==> src/hdl/owtr_pkg.sv <==
package owtr_pkg;

  // Field and register widths
  localparam int unsigned CNT_W     = 16;
  localparam int unsigned SLOT_W    = 8;
  localparam int unsigned PHASE_W   = 5;
  localparam int unsigned BIT_W     = 3;
  localparam int unsigned BYTE_W    = 8;
  localparam int unsigned TEMP_W    = 12;
  localparam int unsigned CFG_IDX_W = 2;
  localparam int unsigned CFG_DAT_W = 16;

  // Register indexes of the configuration port
  localparam logic [CFG_IDX_W-1:0] REG_TICKS_PER_UNIT     = 2'd0;
  localparam logic [CFG_IDX_W-1:0] REG_SLOT_LOW_TICKS     = 2'd1;
  localparam logic [CFG_IDX_W-1:0] REG_CONVERT_WAIT_UNITS = 2'd2;

  // Register reset values
  localparam logic [CNT_W-1:0]  RST_TICKS_PER_UNIT     = 16'd100;
  localparam logic [SLOT_W-1:0] RST_SLOT_LOW_TICKS     = 8'd2;
  localparam logic [CNT_W-1:0]  RST_CONVERT_WAIT_UNITS = 16'd200;

  // Sequence step numbers
  localparam logic [PHASE_W-1:0] PH_IDLE  = 5'd0;
  localparam logic [PHASE_W-1:0] PH_FIRST = 5'd1;
  localparam logic [PHASE_W-1:0] PH_LAST  = 5'd25;

  // Segment lengths in delay units
  localparam logic [CNT_W-1:0] UNITS_PRE  = 16'd12;
  localparam logic [CNT_W-1:0] UNITS_LOW  = 16'd80;
  localparam logic [CNT_W-1:0] UNITS_WAIT = 16'd10;
  localparam logic [CNT_W-1:0] UNITS_GAP  = 16'd5;

  // Bus commands
  localparam logic [BYTE_W-1:0] CMD_SKIP_ROM = 8'hCC;
  localparam logic [BYTE_W-1:0] CMD_CONVERT  = 8'h44;
  localparam logic [BYTE_W-1:0] CMD_READ_SP  = 8'hBE;
  localparam logic [BYTE_W-1:0] CMD_NONE     = 8'h00;

  localparam logic [BIT_W-1:0] BIT_LAST = 3'd7;

  typedef enum logic [3:0] {
    K_IDLE, K_PRE, K_LOW, K_WAIT, K_POST, K_WSLOT, K_WDATA,
    K_WGAP, K_CONV, K_RSLOT, K_RREC
  } kind_t;

  // Timing registers with zero already read as one
  typedef struct packed {
    logic [CNT_W-1:0]  ticks_per_unit;
    logic [SLOT_W-1:0] slot_low_ticks;
    logic [CNT_W-1:0]  convert_wait_units;
  } cfg_t;

  // Sequencer to segment timer
  typedef struct packed {
    logic             step;
    logic             ticks_mode;
    logic [CNT_W-1:0] units;
  } tmr_ctrl_t;

  // Segment timer to sequencer
  typedef struct packed {
    logic last;
    logic first;
  } tmr_stat_t;

  function automatic kind_t kind_of(input logic [PHASE_W-1:0] ph);
    kind_t k;
    case (ph) inside
      5'd1, 5'd12:               k = K_PRE;
      5'd2, 5'd13:               k = K_LOW;
      5'd3, 5'd14:               k = K_WAIT;
      5'd4, 5'd15:               k = K_POST;
      5'd5, 5'd8, 5'd16, 5'd19:  k = K_WSLOT;
      5'd6, 5'd9, 5'd17, 5'd20:  k = K_WDATA;
      5'd7, 5'd10, 5'd18, 5'd21: k = K_WGAP;
      5'd11:                     k = K_CONV;
      5'd22, 5'd24:              k = K_RSLOT;
      5'd23, 5'd25:              k = K_RREC;
      default:                   k = K_IDLE;
    endcase
    return k;
  endfunction

  function automatic logic [BYTE_W-1:0] cmd_of(input logic [PHASE_W-1:0] ph);
    logic [BYTE_W-1:0] c;
    case (ph) inside
      5'd5, 5'd6, 5'd7, 5'd16, 5'd17, 5'd18: c = CMD_SKIP_ROM;
      5'd8, 5'd9, 5'd10:                     c = CMD_CONVERT;
      5'd19, 5'd20, 5'd21:                   c = CMD_READ_SP;
      default:                               c = CMD_NONE;
    endcase
    return c;
  endfunction

endpackage

==> src/hdl/owtr_if.sv <==
interface owtr_in_if;
  logic valid;
  logic ready;
  logic start_req;
  logic line_level;

  modport source(output valid, start_req, line_level, input ready);
  modport sink(input valid, start_req, line_level, output ready);
endinterface

interface owtr_out_if;
  logic        valid;
  logic        ready;
  logic        drive_low;
  logic        busy_res;
  logic        done_res;
  logic        presence_seen;
  logic [11:0] temperature;

  modport source(output valid, drive_low, busy_res, done_res, presence_seen, temperature,
                 input ready);
  modport sink(input valid, drive_low, busy_res, done_res, presence_seen, temperature,
               output ready);
endinterface

interface owtr_cfg_if;
  logic        valid;
  logic        ready;
  logic [1:0]  index;
  logic [15:0] data;

  modport source(output valid, index, data, input ready);
  modport sink(input valid, index, data, output ready);
endinterface

==> src/hdl/onewire_temperature_reader_top.sv <==
// Channel  Dir  Words                                        Accept
// in_ch    in   start_req, line_level                        valid && ready
// out_ch   out  drive_low, busy_res, done_res,               valid && ready
//               presence_seen, temperature[11:0]
// cfg_ch   in   index[1:0], data[15:0] (0 ticks/unit,        valid && ready (always ready)
//               1 slot low ticks, 2 convert wait units)
//
// Cycles: one input word is one bus tick; its result word is valid on the next clock.
//   One word per clock sustained while out_ch does not stall.
// The output register is the only buffer: in_ch.ready = !out valid || out ready.
// Reset (rst_n low, synchronous) returns to idle, clears the reading and the
//   presence flag and loads the timing registers with 100 / 2 / 200.
// A stall on out_ch stops the sequencer; bus time counts in accepted words only.
module onewire_temperature_reader_top (
  input  logic       clk,
  input  logic       rst_n,
  owtr_in_if.sink    in_ch,
  owtr_out_if.source out_ch,
  owtr_cfg_if.sink   cfg_ch
);
  import owtr_pkg::*;

  cfg_t      cfg;
  tmr_ctrl_t tmr_ctrl;
  tmr_stat_t tmr_stat;

  // registers are always writable; the user must write them only with no word in flight (not enforced here)
  assign cfg_ch.ready = 1'b1;

  owtr_cfg_regs u_cfg (
    .clk      (clk),
    .rst_n    (rst_n),
    .wr_en    (cfg_ch.valid),
    .wr_index (cfg_ch.index),
    .wr_data  (cfg_ch.data),
    .cfg      (cfg)
  );

  // tick and delay-unit counters for the current bus segment
  owtr_timer u_timer (
    .clk   (clk),
    .rst_n (rst_n),
    .cfg   (cfg),
    .ctrl  (tmr_ctrl),
    .stat  (tmr_stat)
  );

  // step sequencer, bit shifter and output register
  owtr_seq u_seq (
    .clk           (clk),
    .rst_n         (rst_n),
    .cfg           (cfg),
    .in_valid      (in_ch.valid),
    .in_ready      (in_ch.ready),
    .start_req     (in_ch.start_req),
    .line_level    (in_ch.line_level),
    .tmr_ctrl      (tmr_ctrl),
    .tmr_stat      (tmr_stat),
    .out_valid     (out_ch.valid),
    .out_ready     (out_ch.ready),
    .drive_low     (out_ch.drive_low),
    .busy_res      (out_ch.busy_res),
    .done_res      (out_ch.done_res),
    .presence_seen (out_ch.presence_seen),
    .temperature   (out_ch.temperature)
  );

endmodule

==> src/hdl/owtr_cfg_regs.sv <==
module owtr_cfg_regs (
  input  logic                                clk,
  input  logic                                rst_n,
  input  logic                                wr_en,
  input  logic [owtr_pkg::CFG_IDX_W-1:0]      wr_index,
  input  logic [owtr_pkg::CFG_DAT_W-1:0]      wr_data,
  output owtr_pkg::cfg_t                      cfg
);
  import owtr_pkg::*;

  logic [CNT_W-1:0]  tpu_r;
  logic [SLOT_W-1:0] slot_r;
  logic [CNT_W-1:0]  conv_r;

  always_ff @(posedge clk) begin
    if (!rst_n) begin
      tpu_r  <= RST_TICKS_PER_UNIT;
      slot_r <= RST_SLOT_LOW_TICKS;
      conv_r <= RST_CONVERT_WAIT_UNITS;
    end else if (wr_en) begin
      unique case (wr_index)
        REG_TICKS_PER_UNIT:     tpu_r  <= wr_data[CNT_W-1:0];
        REG_SLOT_LOW_TICKS:     slot_r <= wr_data[SLOT_W-1:0];
        REG_CONVERT_WAIT_UNITS: conv_r <= wr_data[CNT_W-1:0];
        default: ;
      endcase
    end
  end

  // zero acts as one
  always_comb begin
    cfg.ticks_per_unit     = (tpu_r  == '0) ? CNT_W'(1)  : tpu_r;
    cfg.slot_low_ticks     = (slot_r == '0) ? SLOT_W'(1) : slot_r;
    cfg.convert_wait_units = (conv_r == '0) ? CNT_W'(1)  : conv_r;
  end

endmodule

==> src/hdl/owtr_timer.sv <==
module owtr_timer (
  input  logic                clk,
  input  logic                rst_n,
  input  owtr_pkg::cfg_t      cfg,
  input  owtr_pkg::tmr_ctrl_t ctrl,
  output owtr_pkg::tmr_stat_t stat
);
  import owtr_pkg::*;

  logic [CNT_W-1:0] tick_r, tick_nxt;
  logic [CNT_W-1:0] unit_r, unit_nxt;
  logic [CNT_W:0]   tick_inc, unit_inc, tick_lim;
  logic             tick_more, unit_more;

  always_comb begin
    tick_inc  = {1'b0, tick_r} + 1'b1;
    unit_inc  = {1'b0, unit_r} + 1'b1;
    tick_lim  = ctrl.ticks_mode ? {{(CNT_W-SLOT_W+1){1'b0}}, cfg.slot_low_ticks}
                                : {1'b0, cfg.ticks_per_unit};
    tick_more = tick_inc < tick_lim;
    // units already at least one
    unit_more = unit_inc < {1'b0, ctrl.units};

    stat.first = (tick_r == '0) && (unit_r == '0);
    stat.last  = !tick_more && (ctrl.ticks_mode || !unit_more);

    tick_nxt = tick_r;
    unit_nxt = unit_r;
    if (ctrl.step) begin
      if (tick_more) begin
        tick_nxt = tick_inc[CNT_W-1:0];
      end else begin
        tick_nxt = '0;
        if (!ctrl.ticks_mode && unit_more) unit_nxt = unit_inc[CNT_W-1:0];
        else unit_nxt = '0;
      end
    end
  end

  always_ff @(posedge clk) begin
    if (!rst_n) begin
      tick_r <= '0;
      unit_r <= '0;
    end else begin
      tick_r <= tick_nxt;
      unit_r <= unit_nxt;
    end
  end

  // counters restart together at the end of a segment
  a_last_clears: assert property (@(posedge clk) disable iff (!rst_n)
    (ctrl.step && stat.last) |=> (tick_r == '0 && unit_r == '0))
    else $error("segment end left a count running");

  a_ticks_no_units: assert property (@(posedge clk) disable iff (!rst_n)
    (ctrl.step && ctrl.ticks_mode && unit_r == '0) |=> (unit_r == '0))
    else $error("unit count moved in a tick segment");

  a_idle_hold: assert property (@(posedge clk) disable iff (!rst_n)
    !ctrl.step |=> ($stable(tick_r) && $stable(unit_r)))
    else $error("timer moved without a step");

endmodule

==> src/hdl/owtr_seq.sv <==
module owtr_seq (
  input  logic                                clk,
  input  logic                                rst_n,
  input  owtr_pkg::cfg_t                      cfg,
  input  logic                                in_valid,
  output logic                                in_ready,
  input  logic                                start_req,
  input  logic                                line_level,
  output owtr_pkg::tmr_ctrl_t                 tmr_ctrl,
  input  owtr_pkg::tmr_stat_t                 tmr_stat,
  output logic                                out_valid,
  input  logic                                out_ready,
  output logic                                drive_low,
  output logic                                busy_res,
  output logic                                done_res,
  output logic                                presence_seen,
  output logic [owtr_pkg::TEMP_W-1:0]         temperature
);
  import owtr_pkg::*;

  logic [PHASE_W-1:0] phase_r, phase_nxt;
  logic [BIT_W-1:0]   bit_r, bit_nxt;
  logic [BYTE_W-1:0]  shift_r, shift_nxt;
  logic [BYTE_W-1:0]  low_r, low_nxt;
  logic [TEMP_W-1:0]  temp_r, temp_nxt;
  logic               pres_r, pres_nxt;

  logic               ovalid_r;
  logic               drive_r, busy_r, done_r;

  logic [PHASE_W-1:0] ph, enter_ph;
  kind_t              kind, enter_kind;
  logic               accept, do_enter, drive, done;
  logic [BYTE_W-1:0]  sampled;

  assign in_ready = !ovalid_r || out_ready;
  assign accept   = in_valid && in_ready;

  always_comb begin
    ph       = (phase_r > PH_LAST) ? PH_IDLE : phase_r;
    kind     = kind_of(ph);

    tmr_ctrl.step       = accept && (kind != K_IDLE);
    tmr_ctrl.ticks_mode = (kind == K_WSLOT) || (kind == K_RSLOT);
    case (kind)
      K_PRE:   tmr_ctrl.units = UNITS_PRE;
      K_LOW:   tmr_ctrl.units = UNITS_LOW;
      K_WAIT:  tmr_ctrl.units = UNITS_WAIT;
      K_CONV:  tmr_ctrl.units = cfg.convert_wait_units;
      default: tmr_ctrl.units = UNITS_GAP;
    endcase

    phase_nxt = ph;
    bit_nxt   = bit_r;
    shift_nxt = shift_r;
    low_nxt   = low_r;
    temp_nxt  = temp_r;
    pres_nxt  = pres_r;
    drive     = 1'b0;
    done      = 1'b0;
    do_enter  = 1'b0;
    enter_ph  = ph + 1'b1;
    sampled   = tmr_stat.first ? {line_level, shift_r[BYTE_W-1:1]} : shift_r;

    unique case (kind)
      K_IDLE: begin
        if (start_req) begin
          do_enter = 1'b1;
          enter_ph = PH_FIRST;
        end
      end
      K_PRE, K_POST, K_WGAP, K_CONV: begin
        do_enter = tmr_stat.last;
      end
      K_LOW: begin
        drive    = 1'b1;
        do_enter = tmr_stat.last;
      end
      K_WAIT: begin
        if (tmr_stat.last) begin
          pres_nxt = !line_level;
          do_enter = 1'b1;
        end
      end
      K_WSLOT, K_RSLOT: begin
        drive = 1'b1;
        if (tmr_stat.last) phase_nxt = ph + 1'b1;
      end
      K_WDATA: begin
        drive = !shift_r[0];
        if (tmr_stat.last) begin
          shift_nxt = shift_r >> 1;
          bit_nxt   = bit_r + 1'b1;
          if (bit_r == BIT_LAST) do_enter = 1'b1;
          else phase_nxt = ph - 1'b1;
        end
      end
      K_RREC: begin
        shift_nxt = sampled;
        if (tmr_stat.last) begin
          bit_nxt = bit_r + 1'b1;
          if (bit_r != BIT_LAST) begin
            phase_nxt = ph - 1'b1;
          end else if (ph == PH_LAST) begin
            temp_nxt = {sampled[3:0], low_r};
            done     = 1'b1;
            do_enter = 1'b1;
            enter_ph = PH_IDLE;
          end else begin
            low_nxt  = sampled;
            do_enter = 1'b1;
          end
        end
      end
      default: ;
    endcase

    // entering a slot step loads the byte to send or clears the one to read
    enter_kind = kind_of(enter_ph);
    if (do_enter) begin
      phase_nxt = enter_ph;
      if (enter_kind == K_WSLOT) begin
        shift_nxt = cmd_of(enter_ph);
        bit_nxt   = '0;
      end else if (enter_kind == K_RSLOT) begin
        shift_nxt = '0;
        bit_nxt   = '0;
      end
    end
  end

  always_ff @(posedge clk) begin
    if (!rst_n) begin
      phase_r  <= PH_IDLE;
      bit_r    <= '0;
      shift_r  <= '0;
      low_r    <= '0;
      temp_r   <= '0;
      pres_r   <= 1'b0;
      ovalid_r <= 1'b0;
    end else begin
      if (accept) begin
        phase_r  <= phase_nxt;
        bit_r    <= bit_nxt;
        shift_r  <= shift_nxt;
        low_r    <= low_nxt;
        temp_r   <= temp_nxt;
        pres_r   <= pres_nxt;
        ovalid_r <= 1'b1;
      end else if (out_ready) begin
        ovalid_r <= 1'b0;
      end
    end
  end

  always_ff @(posedge clk) begin
    if (accept) begin
      drive_r <= drive;
      busy_r  <= (kind != K_IDLE);
      done_r  <= done;
    end
  end

  assign out_valid     = ovalid_r;
  assign drive_low     = drive_r;
  assign busy_res      = busy_r;
  assign done_res      = done_r;
  assign presence_seen = pres_r;
  assign temperature   = temp_r;

  a_phase_range: assert property (@(posedge clk) disable iff (!rst_n)
    phase_r <= PH_LAST)
    else $error("step number out of range");

  a_start: assert property (@(posedge clk) disable iff (!rst_n)
    (accept && phase_r == PH_IDLE && start_req) |=> (phase_r == PH_FIRST))
    else $error("start did not open the bus reset");

  a_done_ends: assert property (@(posedge clk) disable iff (!rst_n)
    (accept && done) |=> (phase_r == PH_IDLE && done_res && busy_res))
    else $error("finished reading without returning to idle");

  a_idle_release: assert property (@(posedge clk) disable iff (!rst_n)
    (ovalid_r && !busy_r) |-> !drive_r)
    else $error("line pulled low while idle");

endmodule

==> src/flat_wrapper.sv <==
// flat-port wrapper written by rule: the top's interface ports become plain ports
module onewire_temperature_reader_top_flat import owtr_pkg::*;
  (clk, rst_n, in_ch_valid, in_ch_start_req, in_ch_line_level, in_ch_ready, out_ch_valid, out_ch_drive_low, out_ch_busy_res, out_ch_done_res, out_ch_presence_seen, out_ch_temperature, out_ch_ready, cfg_ch_valid, cfg_ch_index, cfg_ch_data, cfg_ch_ready);
  owtr_in_if in_ch_i ();
  owtr_out_if out_ch_i ();
  owtr_cfg_if cfg_ch_i ();
  input  logic clk;
  input  logic rst_n;
  input wire logic [$bits(in_ch_i.valid)-1:0] in_ch_valid;
  input wire logic [$bits(in_ch_i.start_req)-1:0] in_ch_start_req;
  input wire logic [$bits(in_ch_i.line_level)-1:0] in_ch_line_level;
  output wire logic [$bits(in_ch_i.ready)-1:0] in_ch_ready;
  output wire logic [$bits(out_ch_i.valid)-1:0] out_ch_valid;
  output wire logic [$bits(out_ch_i.drive_low)-1:0] out_ch_drive_low;
  output wire logic [$bits(out_ch_i.busy_res)-1:0] out_ch_busy_res;
  output wire logic [$bits(out_ch_i.done_res)-1:0] out_ch_done_res;
  output wire logic [$bits(out_ch_i.presence_seen)-1:0] out_ch_presence_seen;
  output wire logic [$bits(out_ch_i.temperature)-1:0] out_ch_temperature;
  input wire logic [$bits(out_ch_i.ready)-1:0] out_ch_ready;
  input wire logic [$bits(cfg_ch_i.valid)-1:0] cfg_ch_valid;
  input wire logic [$bits(cfg_ch_i.index)-1:0] cfg_ch_index;
  input wire logic [$bits(cfg_ch_i.data)-1:0] cfg_ch_data;
  output wire logic [$bits(cfg_ch_i.ready)-1:0] cfg_ch_ready;
  assign in_ch_i.valid = in_ch_valid;
  assign in_ch_i.start_req = in_ch_start_req;
  assign in_ch_i.line_level = in_ch_line_level;
  assign in_ch_ready = in_ch_i.ready;
  assign out_ch_valid = out_ch_i.valid;
  assign out_ch_drive_low = out_ch_i.drive_low;
  assign out_ch_busy_res = out_ch_i.busy_res;
  assign out_ch_done_res = out_ch_i.done_res;
  assign out_ch_presence_seen = out_ch_i.presence_seen;
  assign out_ch_temperature = out_ch_i.temperature;
  assign out_ch_i.ready = out_ch_ready;
  assign cfg_ch_i.valid = cfg_ch_valid;
  assign cfg_ch_i.index = cfg_ch_index;
  assign cfg_ch_i.data = cfg_ch_data;
  assign cfg_ch_ready = cfg_ch_i.ready;
  onewire_temperature_reader_top u_core (.clk(clk), .rst_n(rst_n), .in_ch(in_ch_i), .out_ch(out_ch_i), .cfg_ch(cfg_ch_i));
endmodule
==> config.mk <==
export PLATFORM = sky130hd
export DESIGN_NAME = onewire_temperature_reader_top_flat
export DESIGN_NICKNAME = d
export VERILOG_FILES = /design/src/hdl/owtr_pkg.sv /design/src/hdl/owtr_if.sv /design/src/hdl/onewire_temperature_reader_top.sv /design/src/hdl/owtr_cfg_regs.sv /design/src/hdl/owtr_timer.sv /design/src/hdl/owtr_seq.sv /design/src/flat_wrapper.sv
export SDC_FILE = /design/constraint.sdc
export NUM_CORES = 1
export LEC_CHECK = 0
export BUFFER_PORTS_ARGS = -buffer_cell sky130_fd_sc_hd__buf_2
export CAP_MARGIN = 30
export CORE_ASPECT_RATIO = 0.9
export CORE_MARGIN = 4
export CORE_UTILIZATION = 41
export DETAILED_ROUTE_END_ITERATION = 10
export HOLD_SLACK_MARGIN = 0.05
export PLACE_DENSITY = 0.71
export SYNTH_ARGS = -nofsm -noshare
export SYNTH_HDL_FRONTEND = slang
export SYNTH_SLANG_ARGS = --single-unit
==> constraint.sdc <==
create_clock -name clk -period 7.5 [get_ports clk]
set_input_delay 1.5 -clock clk [delete_from_list [all_inputs] [get_ports clk]]
set_output_delay 1.5 -clock clk [all_outputs]
set_load 0.02 [all_outputs]
==> results of run 1 <==
layout by cell type, fill, tap and decap left out, types with 16 or more instances in the layout:
cell / instances
nand4_1: 29
nand3_1: 33
nand2_1: 170
nor2b_1: 24
nor2_1: 35
inv_1: 17
clkbuf_16: 17
nor4_1: 20
mux2i_1: 41
xnor2_1: 20
nor3_1: 16
a21boi_0: 54
o21ai_0: 28
dfxtp_1: 110
a21oi_1: 37
ha_1: 42
buf_2: 42
worst min path at each step:
stage | start | to | cells after the start
final | u_core.u_cfg.tpu_r[11]$_SDFFE_PN0P_ | u_core.u_cfg.tpu_r[11]$_SDFFE_PN0P_ | 2
after CTS | u_core.u_cfg.tpu_r[9]$_SDFFE_PN0P_ | u_core.u_cfg.tpu_r[9]$_SDFFE_PN0P_ | 2
after floorplan | u_core.u_cfg.conv_r[0]$_SDFFE_PN0P_ | u_core.u_cfg.conv_r[0]$_SDFFE_PN0P_ | 2
after global placement | u_core.u_cfg.tpu_r[3]$_SDFFE_PN0P_ | u_core.u_cfg.tpu_r[3]$_SDFFE_PN0P_ | 2
after detailed placement | u_core.u_cfg.tpu_r[3]$_SDFFE_PN0P_ | u_core.u_cfg.tpu_r[3]$_SDFFE_PN0P_ | 2
after global routing | u_core.u_cfg.tpu_r[13]$_SDFFE_PN0P_ | u_core.u_cfg.tpu_r[13]$_SDFFE_PN0P_ | 2
power groups by stage:
stage	Combinational [W]	Sequential, W	Clock, W
2_1_floorplan	0.000487	0.000658	0
3_3_place_gp	0.000624	0.000657	0
3_5_place_dp	0.000630	0.000658	0
4_1_cts	0.000635	0.000645	0.000803
5_1_grt	0.000708	0.000647	0.000828
6_report	0.000651	0.000645	0.000797
metrics by stage:
| stage | total power (W) | hold slack, ps |
|---|---|---|
| after CTS | 0.00208 | 494 |
| after global placement | 0.00128 | 473 |
| final | 0.00209 | 495 |
| after global routing | 0.00218 | 518 |
| after detailed placement | 0.00129 | 479 |
| after floorplan | 0.00115 | 452 |
tightest hold or removal path, cell delays in order, from the launching register on:
cell and delay [ps]:
dfxtp_1 320, nand2_1 60, a21boi_0 70
cell type report:
| type | count | area share [%] |
|---|---|---|
| Multi-Input combinational cell | 744 | 58.3 |
| Sequential cell | 113 | 26.9 |
| Clock buffer | 19 | 5.31 |
| Timing Repair Buffer | 55 | 3.69 |
| Tap cell | 245 | 3.59 |
| Clock inverter | 13 | 1.50 |
| Inverter | 17 | 0.748 |
sequential cells by signal (all words and copies together) (netlist names):
name                        cells
u_core.u_cfg.conv_r            16
u_core.u_cfg.slot_r             8
u_core.u_cfg.tpu_r             16
u_core.u_seq.bit_r              3
u_core.u_seq.busy_res           1
u_core.u_seq.done_res           1
u_core.u_seq.drive_low          1
u_core.u_seq.low_r              8
u_core.u_seq.out_valid          1
u_core.u_seq.phase_r            5
u_core.u_seq.presence_seen      1
u_core.u_seq.shift_r            8
u_core.u_seq.temperature       12
u_core.u_timer.tick_r          16
u_core.u_timer.unit_r          16
synth_stat cells (all sizes together), types with 4 or more instances:
library cell / instances / area (µm²)
o21ai: 30 / 150
o22ai: 4 / 25.0
o211ai: 8 / 70.1
dfxtp: 110 / 2200
nand3: 34 / 170
nand2: 170 / 638
nor4: 20 / 125
and3: 15 / 93.8
inv: 17 / 63.8
a31oi: 5 / 37.5
clkbuf: 46 / 173
ha: 42 / 526
nand4: 29 / 181
nor3b: 4 / 30.0
xnor2: 20 / 175
a21o: 11 / 82.6
o221ai: 7 / 67.6
mux2i: 41 / 410
nand3b: 7 / 52.6
or3: 6 / 42.5
nor3: 18 / 95.1
o221a: 4 / 45.0
xor2: 14 / 123
and2: 7 / 46.3
nor2b: 25 / 156
buf: 19 / 171
a21oi: 38 / 190
a22oi: 5 / 37.5
o211a: 14 / 140
o21a: 7 / 52.6
and4: 4 / 35.0
nor2: 36 / 138
a21boi: 54 / 405
nand2b: 7 / 43.8
or4b: 4 / 40.0
a211oi: 7 / 75.1
cells by family (layout without fill, tap and decap cells):
| family | after synthesis | in the layout | share of synthesized area (%) |
|---|---|---|---|
| xor+xnor | 34 | 34 | 3.89 |
| simple gates | 398 | 398 | 26.1 |
| compound gates | 228 | 228 | 22.5 |
| fa+ha+maj | 42 | 42 | 6.86 |
| other cells | 1 | 1 | 0.0490 |
| flops | 113 | 113 | 29.9 |
| mux | 41 | 41 | 5.36 |
| buf+inv | 82 | 104 | 5.33 |
repair_timing:
action,4_1_cts,5_1_grt
hold endpoints to repair,0,0
endpoints found under the setup margin,0,35
resized for setup,0,3
layer usage:
metal	vias to the layer above	routed length, µm
met3	31	1510
li1	3437	-
met2	258	8770
met5	-	0
met1	3290	10200
met4	0	408
==> results.yml, run 1 <==
timing:
  finalCriticalPeriod_ps: 6970
  timing.setup.tns_ps: 0
  worstMarginPinSlew_ps: 763
  worst_slew_margin_rel_pct: 49.1
  setup_violations: 0
  setup_ws_ps: 526
  rsz0062_at_grt: "false"
  drv_slew: 0
  hold_viol_final: 0
  period_share_pct: 93.0
  fmaxAchievable_mhz: 143
  skew_ps: 7.22
finish:
  fillers: 1787
  seq_area_um2: 2290
  finalNonFillerCells: 1206
  antenna_cells: 0
  final_util_pct: 46.5
  multi_input_area_um2: 4980
  design_area_um2: 8540
  nets: 1015
  drive_gt1_share_pct: 12.5
  area_delta_synth_final_pct: 11.5
yosys:
  syn_inst: 939
  synthArstFlopShare_pct: 0
  ys_warn_count: 0
  syn_nets: 1006
  synth_enable_flop_cells: 3
  synth_area_per_cell_um2: 8.15
  yosys_register_bits: 113
  synth_cell_types: 82
  ys.flop_type: "dfxtp_1"
  synth_area_um2: 7650
  ys_seq_area_share_pct: 29.9
power_and_ir_drop:
  p_int_w: 0.00132
  leakage_nw: 3.53
  switchingPower_w: 0.000775
  power.share.combinational_pct: 31.1
  switching_share_pct: 37.0
  pwr-share-clk_pct: 38.1
  seqPwrFrac_pct: 30.8
  vdd_drop_max_uv: 171
  pwr_density_cell_nw_per_um2: 245
critical_path:
  reg2reg_to: "u_core.u_seq.shift_r[5]$_SDFFE_PN0P_"
  crit_arrival_ps: 7350
  worstSetupStartpointType: "flip-flop"
  crit_top_cell: "ha_1"
  worstPathMaxFanout: 14
  r2r_cells: 24
  crit_family: "compound AO/OA/AOI/OAI gates"
  cp_data_required_time_ps: 7870
  path_depth: 24
  endpoint_kind: "flip-flop"
  cp_cell_sequence: "nor2_1 -> o21ai_0 -> inv_1 -> ha_1 -> nor2b_1 -> nor2b_1 -> ha_1 -> a31oi_2 -> a21bo_4 -> or3_1 -> nand2_1 -> nand3_2 -> mux2i_1 -> ha_1 -> a21o_1 -> a221o_1 -> a221o_1 -> o21ai_0 -> nor3_1 -> a41oi_2 -> a211oi_4 -> nor4_1 -> o21a_1 -> o221a_2"
  critPathSlowestCell: "dfxtp_1"
  cpPeakStageDelay_ps: 590
  critical_path_buf_inv_count: 1
  crit_start: "u_core.u_seq.phase_r[1]$_SDFFE_PN0P_"
  critical_path_class: "reg2reg"
  rr_startpoint: "u_core.u_seq.phase_r[1]$_SDFFE_PN0P_"
  crit_end: "u_core.u_seq.shift_r[5]$_SDFFE_PN0P_"
  regToRegSetupSlack_ps: 530
floorplanning:
  die_w_um: 152
  std_cell_rows: 47
  die_h_um: 138
  io_pins: 44
  dieArea_um2: 20900
  initial_core_util_pct: 41.7
  core_area_um2: 18300
detailed_routing:
  via_per_inst: 5.82
  vias: 7016
  wirelength_mm: 20.9
  drt-initial-drc-count: 583
  drc_errors: 0
  wl_per_cell_um: 17.3
  drtPass1Iterations: 5
  ant_nets: 0
global_routing:
  grt_pass1_vias: 6526
  grt_start_max_net_pins: 88
  met3_usage_pct: 3.74
  gr-total-overflow: 0
  met1_usage_pct: 29.3
  grt-busiest-layer: "met2"
  track_usage_pct: 20.1
  grt_pass1_wl_mm: 34.4
  antenna_found_initial: 0
  grt_use_met2_pct: 29.9
run:
  max_cap_violations: 0
placed_design:
  pre_cts_slack_ps: 441
  routabilityCongestion: 0.945
  dp.cells: 1173
  io_buffers: 42
  dp_hpwl_mm: 14.8
  place_area_um2: 7940
cts:
  clk_pin_slew_worst_paths_ps: 60
  postCtsSetupBuffers: 0
  clkSinkCount: 113
  cts_root_buf: "clkbuf_16"
  clock_latency_ps: 430
  cts_buffers: 17
  cts_tree: "yes"
  cts.path.max_buffers: 2
  cts_hold_buf: 0
  cts_htree_levels: 4
run_status:
  run_status: "finished clean"
hold_path:
  hold_class: "reg2reg"
Power figures use the tool's default switching activity.
==> run 2, diff against run 1 <==
CORE_UTILIZATION = 49   (was 41)
PLACE_DENSITY = 0.8   (was 0.71)
SKIP_LAST_GASP = 1   (was default)
==> run 2 against run 1 <==
Compared with the run above: non-clock buffer count stayed put; global-route usage up 2.8 points; worst hold slack worse by 3.2 ps; clock power decreased by 3.9%; clock-buffer cell count shrank 2; combinational power rose by 0.8%; maximum frequency down 0.75%; power decreased by 1.3%; final cell count down 3.6%; via count increased by 2.1%; sequential cell count stayed put; critical endpoint is now u_core.u_seq.shift_r[2]$_SDFFE_PN0P_.
==> results.yml, run 2 (synthesized netlist as in run 1, its figures left out) <==
timing:
  hold_viol_final: 0
  rsz0062_at_grt: "false"
  drv_slew: 0
  finalCriticalPeriod_ps: 7030
  timing.setup.tns_ps: 0
  setup_violations: 0
  worstMarginPinSlew_ps: 834
  period_share_pct: 93.7
  skew_ps: 10.0
  fmaxAchievable_mhz: 142
  worst_slew_margin_rel_pct: 44.4
cts:
  clk_pin_slew_worst_paths_ps: 50
  clkSinkCount: 113
  clock_latency_ps: 420
  cts.path.max_buffers: 2
  cts_buffers: 17
  cts_tree: "yes"
  cts_hold_buf: 0
  postCtsSetupBuffers: 0
  cts_root_buf: "clkbuf_16"
  cts_htree_levels: 4
hold_path:
  hold_class: "reg2reg"
  min_from: "u_core.u_cfg.conv_r[6]$_SDFFE_PN1P_"
run:
  max_cap_violations: 0
critical_path:
  crit_arrival_ps: 7350
  worstSetupStartpointType: "flip-flop"
  crit_start: "u_core.u_seq.phase_r[1]$_SDFFE_PN0P_"
  critical_path_buf_inv_count: 1
  crit_family: "compound AO/OA/AOI/OAI gates"
  regToRegSetupSlack_ps: 470
  worstPathMaxFanout: 14
  critical_path_class: "reg2reg"
  endpoint_kind: "flip-flop"
  crit_top_cell: "ha_1"
  cp_data_required_time_ps: 7820
  rr_startpoint: "u_core.u_seq.phase_r[1]$_SDFFE_PN0P_"
  cp_cell_sequence: "nor2_1 -> o21ai_0 -> inv_1 -> ha_1 -> nor2b_1 -> nor2b_1 -> ha_1 -> a31oi_2 -> a21bo_2 -> or2_2 -> nand3_1 -> nand3_2 -> mux2i_1 -> ha_1 -> a21o_1 -> a221o_1 -> a221o_1 -> o21ai_0 -> nor3_1 -> a41oi_2 -> a211oi_4 -> nor4_1 -> nor2_1 -> a221oi_1"
  critPathSlowestCell: "dfxtp_1"
  cpPeakStageDelay_ps: 570
floorplanning:
  core_area_um2: 15400
  die_w_um: 140
  dieArea_um2: 17700
  initial_core_util_pct: 49.7
  io_pins: 44
  std_cell_rows: 43
  die_h_um: 127
placed_design:
  io_buffers: 42
  dp_hpwl_mm: 14.4
  routabilityCongestion: 0.977
  dp.cells: 1131
  place_area_um2: 7880
run_status:
  run_status: "finished clean"
detailed_routing:
  drtPass1Iterations: 6
  vias: 7162
  via_per_inst: 6.16
  wl_per_cell_um: 17.5
  drt-initial-drc-count: 853
  ant_nets: 0
  wirelength_mm: 20.3
  drc_errors: 0
power_and_ir_drop:
  leakage_nw: 3.52
  vdd_drop_max_uv: 204
  pwr_density_cell_nw_per_um2: 244
global_routing:
  grt_start_max_net_pins: 96
  grt_pass1_vias: 6698
  gr-total-overflow: 0
  antenna_found_initial: 0
  track_usage_pct: 22.8
  grt_pass1_wl_mm: 33.7
finish:
  final_common_cell: "nand2_1"
  antenna_cells: 0
  nets: 1015
  drive_gt1_share_pct: 12.4
  design_area_um2: 8460
  finalNonFillerCells: 1163
  area_delta_synth_final_pct: 10.5
  most-common-layout-cells: "170 x nand2_1, 110 x dfxtp_1, 54 x a21boi_0, 42 x ha_1, 42 x buf_2"
  fillers: 1392
  final_util_pct: 55.0
-- run 2: cell count changes in the layout (fill, tap and decap cells not counted), sizes merged --
cell	before	now
inv	20	19
clkinvlp	6	8
clkinv	3	4
clkbuf	19	17
-- run 2: cell type report --
type | instances | area, µm² | share of cell area (%)
Multi-Input combinational cell | 744 | 4970 | 58.8
Sequential cell | 113 | 2290 | 27.1
Clock buffer | 17 | 425 | 5.03
Timing Repair Buffer | 55 | 312 | 3.68
Tap cell | 202 | 253 | 2.99
Clock inverter | 15 | 139 | 1.64
Inverter | 17 | 63.8 | 0.755
-- run 2: routing by layer --
metal | global-route usage (%) | routed length [µm] | part of all wire, % | up-vias
li1 | - | - | - | 3426
met1 | 32.5 | 9120 | 45 | 3359
met2 | 34.1 | 8900 | 44 | 337
met5 | 0 | 0 | 0 | -
met3 | 5.16 | 1800 | 8.9 | 40
met4 | 8.03 | 500 | 2.5 | 0
-- run 2: report_power, final --
group	switching (W)	internal [W]
clock network	0.000310	0.000456
logic	0.000440	0.000216
registers	0.0000170	0.000627
total	0.000767	0.00130
-- run 2: path summary, 6_finish.rpt --
path / end / cells past startpoint
max: u_core.u_seq.shift_r[2]$_SDFFE_PN0P_ / 24
min reg2reg: u_core.u_cfg.conv_r[6]$_SDFFE_PN1P_ / 2
max reg2reg: u_core.u_seq.shift_r[2]$_SDFFE_PN0P_ / 24
min: u_core.u_cfg.conv_r[6]$_SDFFE_PN1P_ / 2
-- run 2: timing repair --
item                                    CTS  global route
endpoints found under the hold margin     0             0
endpoints found under the setup margin    0            36
gates resized for setup                   0             3
-- run 2: worst min-delay path: stages, from the launching register on --
cell and delay (ps):
dfxtp_1 320, nand2_1 60, nand3_1 60
-- run 2: per-stage QoR --
stage	setup WS (ps)	hold WS [ps]	total power [W]
after floorplan	560	452	0.00115
after global placement	601	472	0.00127
after detailed placement	387	481	0.00129
after CTS	339	489	0.00205
after global routing	28.4	510	0.00216
final	473	492	0.00207
